## src/hdl/arfc_pkg.sv

```systemverilog
// Shared types and constants for the diagnostic-link response frame checker.
package arfc_pkg;

  localparam int unsigned ByteW = 8;

  // The length byte carries the mode and payload byte count plus this offset.
  localparam logic [ByteW-1:0] LenOffset     = 8'h55;
  // Longest legal frame: 0xff - 0x55 + 3 bytes.
  localparam logic [ByteW-1:0] MaxFrameBytes = 8'hff - LenOffset + 8'h03;
  localparam logic [ByteW-1:0] MinFrameBytes = 8'd4;
  // Byte positions counted from zero within a frame.
  localparam logic [ByteW-1:0] PosId         = 8'd0;
  localparam logic [ByteW-1:0] PosLen        = 8'd1;
  localparam logic [ByteW-1:0] PosMode       = 8'd2;
  localparam logic [ByteW-1:0] PosFirstPay   = 8'd3;
  localparam logic [ByteW-1:0] PosLastPay    = MaxFrameBytes - 8'd2;
  localparam logic [ByteW-1:0] PosMax        = 8'hff;

  localparam int unsigned CfgIdxW = 8;
  localparam logic [CfgIdxW-1:0] CfgEcuId        = 8'd0;
  localparam logic [CfgIdxW-1:0] CfgExpectedMode = 8'd1;

  typedef enum logic [1:0] {
    FS_OK      = 2'd0,
    FS_SUM_LEN = 2'd1,
    FS_ID_MODE = 2'd2,
    FS_TRUNC   = 2'd3
  } frame_status_e;

  typedef struct packed {
    logic [ByteW-1:0] payload_byte;
    logic             is_status;
    frame_status_e    frame_status;
  } arfc_result_t;

endpackage

```

## src/hdl/arfc_frame_track.sv

```systemverilog
// Per-frame byte tracking, header capture and end-of-frame status decision.
module arfc_frame_track (
  input  logic                       clk_i,
  input  logic                       rst_ni,
  input  logic                       accept_i,
  input  logic [arfc_pkg::ByteW-1:0] rx_byte_i,
  input  logic                       last_byte_i,
  input  logic [arfc_pkg::ByteW-1:0] ecu_id_i,
  input  logic [arfc_pkg::ByteW-1:0] expected_mode_i,
  output logic                       res_valid_o,
  output arfc_pkg::arfc_result_t     res_o
);
  import arfc_pkg::*;

  logic [ByteW-1:0] byte_index_q, byte_index_d;
  logic [ByteW-1:0] running_sum_q, running_sum_d;
  logic [ByteW-1:0] length_field_q, length_field_d;
  logic             id_matches_q, id_matches_d;
  logic             mode_matches_q, mode_matches_d;
  logic [ByteW-1:0] sum_next;
  logic [ByteW-1:0] want_len;
  logic [ByteW-1:0] got_len;
  frame_status_e    status;

  assign sum_next = running_sum_q + rx_byte_i;
  assign want_len = length_field_q - LenOffset;
  // Frame length minus three equals position minus two on the last byte.
  assign got_len  = byte_index_q - 8'd2;

  always_comb begin
    priority if (byte_index_q < PosFirstPay || byte_index_q >= MaxFrameBytes) begin
      status = FS_TRUNC;
    end else if (sum_next != '0) begin
      status = FS_SUM_LEN;
    end else if (!id_matches_q) begin
      status = FS_ID_MODE;
    end else if (got_len != want_len) begin
      status = FS_SUM_LEN;
    end else if (!mode_matches_q) begin
      status = FS_ID_MODE;
    end else begin
      status = FS_OK;
    end
  end

  always_comb begin
    byte_index_d   = byte_index_q;
    running_sum_d  = running_sum_q;
    length_field_d = length_field_q;
    id_matches_d   = id_matches_q;
    mode_matches_d = mode_matches_q;
    res_valid_o    = 1'b0;
    res_o          = '{payload_byte: '0, is_status: 1'b0, frame_status: FS_OK};
    if (accept_i) begin
      if (last_byte_i) begin
        res_valid_o    = 1'b1;
        res_o.is_status    = 1'b1;
        res_o.frame_status = status;
        // clear frame state for the next frame
        byte_index_d   = '0;
        running_sum_d  = '0;
        length_field_d = '0;
        id_matches_d   = 1'b0;
        mode_matches_d = 1'b0;
      end else begin
        running_sum_d = sum_next;
        if (byte_index_q == PosId) begin
          id_matches_d = (rx_byte_i == ecu_id_i);
        end
        if (byte_index_q == PosLen) begin
          length_field_d = rx_byte_i;
        end
        if (byte_index_q == PosMode) begin
          mode_matches_d = (rx_byte_i == expected_mode_i);
        end
        // saturate the count on overlong frames
        if (byte_index_q != PosMax) begin
          byte_index_d = byte_index_q + 8'd1;
        end
        if (byte_index_q >= PosFirstPay && byte_index_q <= PosLastPay) begin
          res_valid_o        = 1'b1;
          res_o.payload_byte = rx_byte_i;
        end
      end
    end
  end

  always_ff @(posedge clk_i or negedge rst_ni) begin
    if (!rst_ni) begin
      byte_index_q   <= '0;
      running_sum_q  <= '0;
      length_field_q <= '0;
      id_matches_q   <= 1'b0;
      mode_matches_q <= 1'b0;
    end else begin
      byte_index_q   <= byte_index_d;
      running_sum_q  <= running_sum_d;
      length_field_q <= length_field_d;
      id_matches_q   <= id_matches_d;
      mode_matches_q <= mode_matches_d;
    end
  end

endmodule

```

## config.mk

```make
export PLATFORM = sky130hd
export DESIGN_NAME = arfc_frame_track
export DESIGN_NICKNAME = d
export VERILOG_FILES = /design/src/hdl/arfc_pkg.sv /design/src/hdl/arfc_frame_track.sv
export SDC_FILE = /design/constraint.sdc
export NUM_CORES = 1
export LEC_CHECK = 0
export ABC_AREA = 0
export BUFFER_PORTS_ARGS = -buffer_cell sky130_fd_sc_hd__buf_2
export CORE_MARGIN = 1.5
export CORE_UTILIZATION = 45
export DETAILED_ROUTE_END_ITERATION = 16
export GPL_TIMING_DRIVEN = 0
export PLACE_DENSITY = 0.74
export RECOVER_POWER = 25
export SYNTH_ARGS = -nofsm -noshare
export SYNTH_HDL_FRONTEND = slang
export SYNTH_SLANG_ARGS = --single-unit
```

## constraint.sdc

```tcl
create_clock -name clk_i -period 3.6 [get_ports clk_i]
set_clock_uncertainty 0.15 [all_clocks]
set_input_delay 0.72 -clock clk_i [delete_from_list [all_inputs] [get_ports clk_i]]
set_output_delay 0.72 -clock clk_i [all_outputs]
set_load 0.01 [all_outputs]
```

### Word-level counts from Yosys, hierarchy flattened

Cells that the tools add are included.

* register bits after elaboration: 26

* add/subtract/negate cells: 4
* multiplexer cells: 21
* eq/ne operators: 6
* magnitude comparators: 4
* reduce and logical (&&, ||, !) cells: 12

Operators with widths (number)
* two-way mux 8 bit: 7
* == test 8 bit: 2
* two-way mux 11 bit: 1
* two-way mux 2 bit: 5
* adder 8 x 1 -> 8 bit (second input constant): 1
* adder 8 bit: 1
* == test 8 x 1 -> 1 bit (second input constant): 1
* == test 8 x 2 -> 1 bit (second input constant): 1
* greater-or-equal comparator 8 x 2 -> 1 bit (second input constant): 1
* greater-or-equal comparator 8 bit (second input constant): 1
* less-or-equal comparator 8 bit (second input constant): 1
* logical NOT 8 bit: 1
* less-than comparator 8 x 2 -> 1 bit (second input constant): 1
* != test 8 bit: 1
* != test 8 bit (second input constant): 1
* AND reduction 2 bit: 4
* nonzero test 2 bit: 4
* nonzero test 8 bit: 1
* subtractor 8 x 2 -> 8 bit (second input constant): 1
* subtractor 8 x 7 -> 8 bit (second input constant): 1
* two-way mux 1 bit: 7
* two-way mux 3 bit: 1
* logical AND 1 bit: 1
* logical OR 1 bit: 1

### Depth between registers and ports, before layout

* depth in word-level cells: 8
* mapped depth: 9
* mapped depth without buffers: 9

### Worst setup path after synthesis

Ideal clock, no wire load.

* path kind: input port to output port
* start point: input rx_byte_i[0] (netlist name)
* end point: output res_o[0] (netlist name)
* stages on the path: 9
* arrival: 2.304 ns
* slack: 0.426 ns
* data required time: 2.730 ns
* path through: ha_1 > inv_1 > fa_1 > nor2b_1 > o31a_1 > or4_1 > nand3_1 > nor3_1 > a31oi_1

RTL lines
* from (decl): RTL line arfc_frame_track.sv:6 `input logic [arfc_pkg::ByteW-1:0] rx_byte_i,`
* to (decl): RTL line arfc_frame_track.sv:11 `output arfc_pkg::arfc_result_t res_o`

==> reports/qor.log <==
qor: synth.netlist_instances 240
qor: route.detailroute.via_count 1956
qor: timing.final.min_clock_period 3.51 ns
qor: floorplan.starting_density 46.5%
qor: route.drc 0
qor: placement.numPlacedInstances 333
qor: layout.fill_cells 429
qor: timing.finalSetupViolations 0
qor: placement.post-place-ws -0.207 ns
qor: clocking.cts_num_sinks 26
qor: clocking.tritoncts yes
qor: layout.post-route-util 55.2%
qor: layout.nets 329
qor: layout.areaGrowthSynthToFinish 18.7%
qor: global_routing.grtUsageTotal 21.5%
qor: placement.io_buffer_count 39
qor: route.wirelength 5.21 mm
qor: timing.highest_clock_rate 0.285 GHz
qor: clocking.cts_buffers 3
qor: timing.slew_headroom 4.14%
qor: clocking.clock_tree.buffer_depth 2
qor: layout.diodes 0
qor: synth.synth_top_cell_by_area sky130_fd_sc_hd__dfrtp_1
qor: timing.finalHoldViolCount 0
qor: layout.finish.cell_count_without_fillers 339
qor: synth.synth.top_cell.area_share 29.8%
qor: global_routing.grt_start_max_net_pins 27
qor: worst_setup_path.worst-path-max-fanout 5
qor: power.vdd.ir_drop.worst 241 uV
qor: synth.post_synth_most_frequent_cells sky130_fd_sc_hd__xnor2_1, sky130_fd_sc_hd__dfrtp_1, sky130_fd_sc_hd__inv_1, sky130_fd_sc_hd__ha_1, sky130_fd_sc_hd__a21oi_1
qor: floorplan.num_rows 25
qor: worst_setup_path.setup.worst_path.end_class output pin
qor: layout.layout-drive-gt1-share 23.9%
qor: global_routing.grt_overflow 0
qor: timing.report.final.slew_viol_count 0
qor: worst_setup_path.worst-endpoint-arrival 2.64 ns
qor: synth.post_synth_main_area_contributors sky130_fd_sc_hd__dfrtp_1, sky130_fd_sc_hd__xnor2_1, sky130_fd_sc_hd__ha_1
qor: power.power_density_cells 390 nW/um^2
qor: floorplan.die_height 72.6 um
qor: route.dr.pass1.iters 4
qor: route.routedWlPerCell 15.4 um
qor: route.detail_route.iter0.violations 145
qor: layout.final_cell_area 2590 um^2
qor: placement.postPlaceCellArea 2440 um^2
qor: timing.final.setup.worst_slack 0.0883 ns
qor: timing.worstMarginPinSlew 1.44 ns
qor: worst_setup_path.crit_path_start_kind input port
qor: worst_hold_path.hold_wc_path_type register to register
qor: synth.synth_area_per_cell 9.09 um^2
qor: placement.place_congestion 0.818
qor: clocking.clk-insertion-delay-late 0.27 ns
qor: route.detail_route.vias_per_cell 5.77
qor: synth.synth_cell_type_count 51
qor: run.drv_cap 0
qor: floorplan.boundaryPins 40
qor: synth.synthesis.nets 283
qor: global_routing.global_route_wire_length_before_repair 8.98 mm
qor: clocking.cts_root_buf sky130_fd_sc_hd__clkbuf_8
qor: synth.synth_most_common_cell sky130_fd_sc_hd__xnor2_1
qor: timing.part_of_the_cycle_the_worst_path_needs 97.5%
qor: synth.synth_enable_flop_cells 0
qor: floorplan.floorplan.die.width 72.6 um
qor: synth.synthesis.area 2180 um^2
qor: global_routing.antenna_found_initial 0
qor: clocking.clk_pin_slew 0.08 ns
qor: synth.yosys_warn_count 0
qor: worst_setup_path.setup.worst_path.class input port to output pin
qor: worst_setup_path.worstPathRequired 2.73 ns
qor: floorplan.design.core.area 4690 um^2
qor: synth.synth_ff_type sky130_fd_sc_hd__dfrtp_1
qor: power.power.static_leakage 0.00119 uW
qor: synth.synth-async-reset-ratio 100%
qor: outcome.outcome finished clean
qor: global_routing.grt_pass1_vias 1931
qor: route.drt.antenna.violating_nets 0
qor: synth.ys_seq_elements 26
qor: clocking.cts-htree-levels 1
qor: floorplan.dieArea 5280 um^2
qor: placement.post-dp-hpwl 3.96 mm
qor: power.p_total 1010 uW
qor: synth.synth.yosys.seq_area_share 29.8%
[metal layers]
layer,wire length (um),up-vias,global-route usage (%)
li1,-,969,-
met1,2320,946,27.4
met2,2630,35,37.6
met3,186,6,4.01
met4,68,0,4.82
met5,0,-,0
[cells by family (layout without fill, tap and decap cells)]
family                     count (synthesis)  after routing  share of synthesized area [%]
and+or+nand+nor                           64             64                           17.0
xor gates and xnor gates                  37             37                           15.8
DFF                                       26             26                           29.8
adders and majority gates                 15             15                           8.95
AOI/OAI and AO/OA                         71             71                           23.3
buffers and inverters                     27             72                           5.10
[flip-flops by register name, indices dropped and copies added, names as in the netlist]
| register | cells |
|---|---|
| byte_index_q | 8 |
| length_field_q | 8 |
| running_sum_q | 8 |
| id_matches_q | 1 |
| mode_matches_q | 1 |
[where the power goes]
part / total, uW / switching (uW) / internal (uW)
logic: 455 / 225 / 229
registers: 369 / 41.1 / 328
clock network: 187 / 88.8 / 97.8
total: 1010 / 355 / 655
[critical path, stage by stage]
cell and delay [ns]:
sky130_fd_sc_hd__buf_4 0.15, sky130_fd_sc_hd__ha_4 0.18, sky130_fd_sc_hd__inv_2 0.06, sky130_fd_sc_hd__fa_2 0.22
sky130_fd_sc_hd__nor2b_2 0.05, sky130_fd_sc_hd__o31a_1 0.32, sky130_fd_sc_hd__o211ai_1 0.28, sky130_fd_sc_hd__nand3_4 0.13
sky130_fd_sc_hd__nor3_4 0.25, sky130_fd_sc_hd__a31o_1 0.16, sky130_fd_sc_hd__buf_2 0.12
[stage by stage]
| step | TNS, ns | hold slack [ns] |
|---|---|---|
| CTS | 0 | 0.312 |
| global placement | -0.249 | 0.327 |
| floorplan | 0 | 0.274 |
| finish | 0 | 0.353 |
| global route | -0.0118 | 0.375 |
| detailed placement | -0.409 | 0.334 |
[timing repair]
item                                    CTS  global route
hold buffers                              0             0
buffers inserted                          0             3
endpoints found under the setup margin    2             3
pin swaps                                 1             6
gates resized for setup                   5            11
cloned                                    0             0
[layout make-up]
class	instances	area, um^2	area share (%)
clock buffers	4	55.1	2.13
repair buffers	42	219	8.45
flip-flops and latches	26	652	25.2
well taps	54	67.6	2.61
inverters	17	63.8	2.46
multi-input cells	187	1490	57.5
plain buffers	9	43.8	1.69
[cells in the final DEF, fill, tap and decap left out, drive strengths merged, types with 4 or more instances in the layout]
master	n
buf	44
xnor2	29
dfrtp	26
inv	17
ha	14
a21oi	13
a22o	12
o21ai	12
nor3	11
clkbuf	11
nor2	10
and2	8
xor2	7
nand2	6
nand3	6
o31ai	6
nand4	6
o2bb2ai	5
o21a	4
[final timing paths]
| path | startpoint | end | slack, ns | cells past startpoint |
|---|---|---|---|---|
| max in group asynchronous | rst_ni | byte_index_q[1]$_DFFE_PN0P_ | 1.73 | 1 |
| hold reg to reg | running_sum_q[3]$_DFFE_PN0P_ | running_sum_q[3]$_DFFE_PN0P_ | 0.35 | 1 |
| min in group asynchronous | rst_ni | byte_index_q[7]$_DFFE_PN0P_ | 0.62 | 1 |
| setup / recovery | rx_byte_i[0] | res_o[1] | 0.09 | 11 |
| setup reg to reg | byte_index_q[0]$_DFFE_PN0P_ | byte_index_q[5]$_DFFE_PN0P_ | 1.28 | 7 |
| hold / removal | running_sum_q[3]$_DFFE_PN0P_ | running_sum_q[3]$_DFFE_PN0P_ | 0.35 | 1 |
Power figures use the tool's default switching activity.
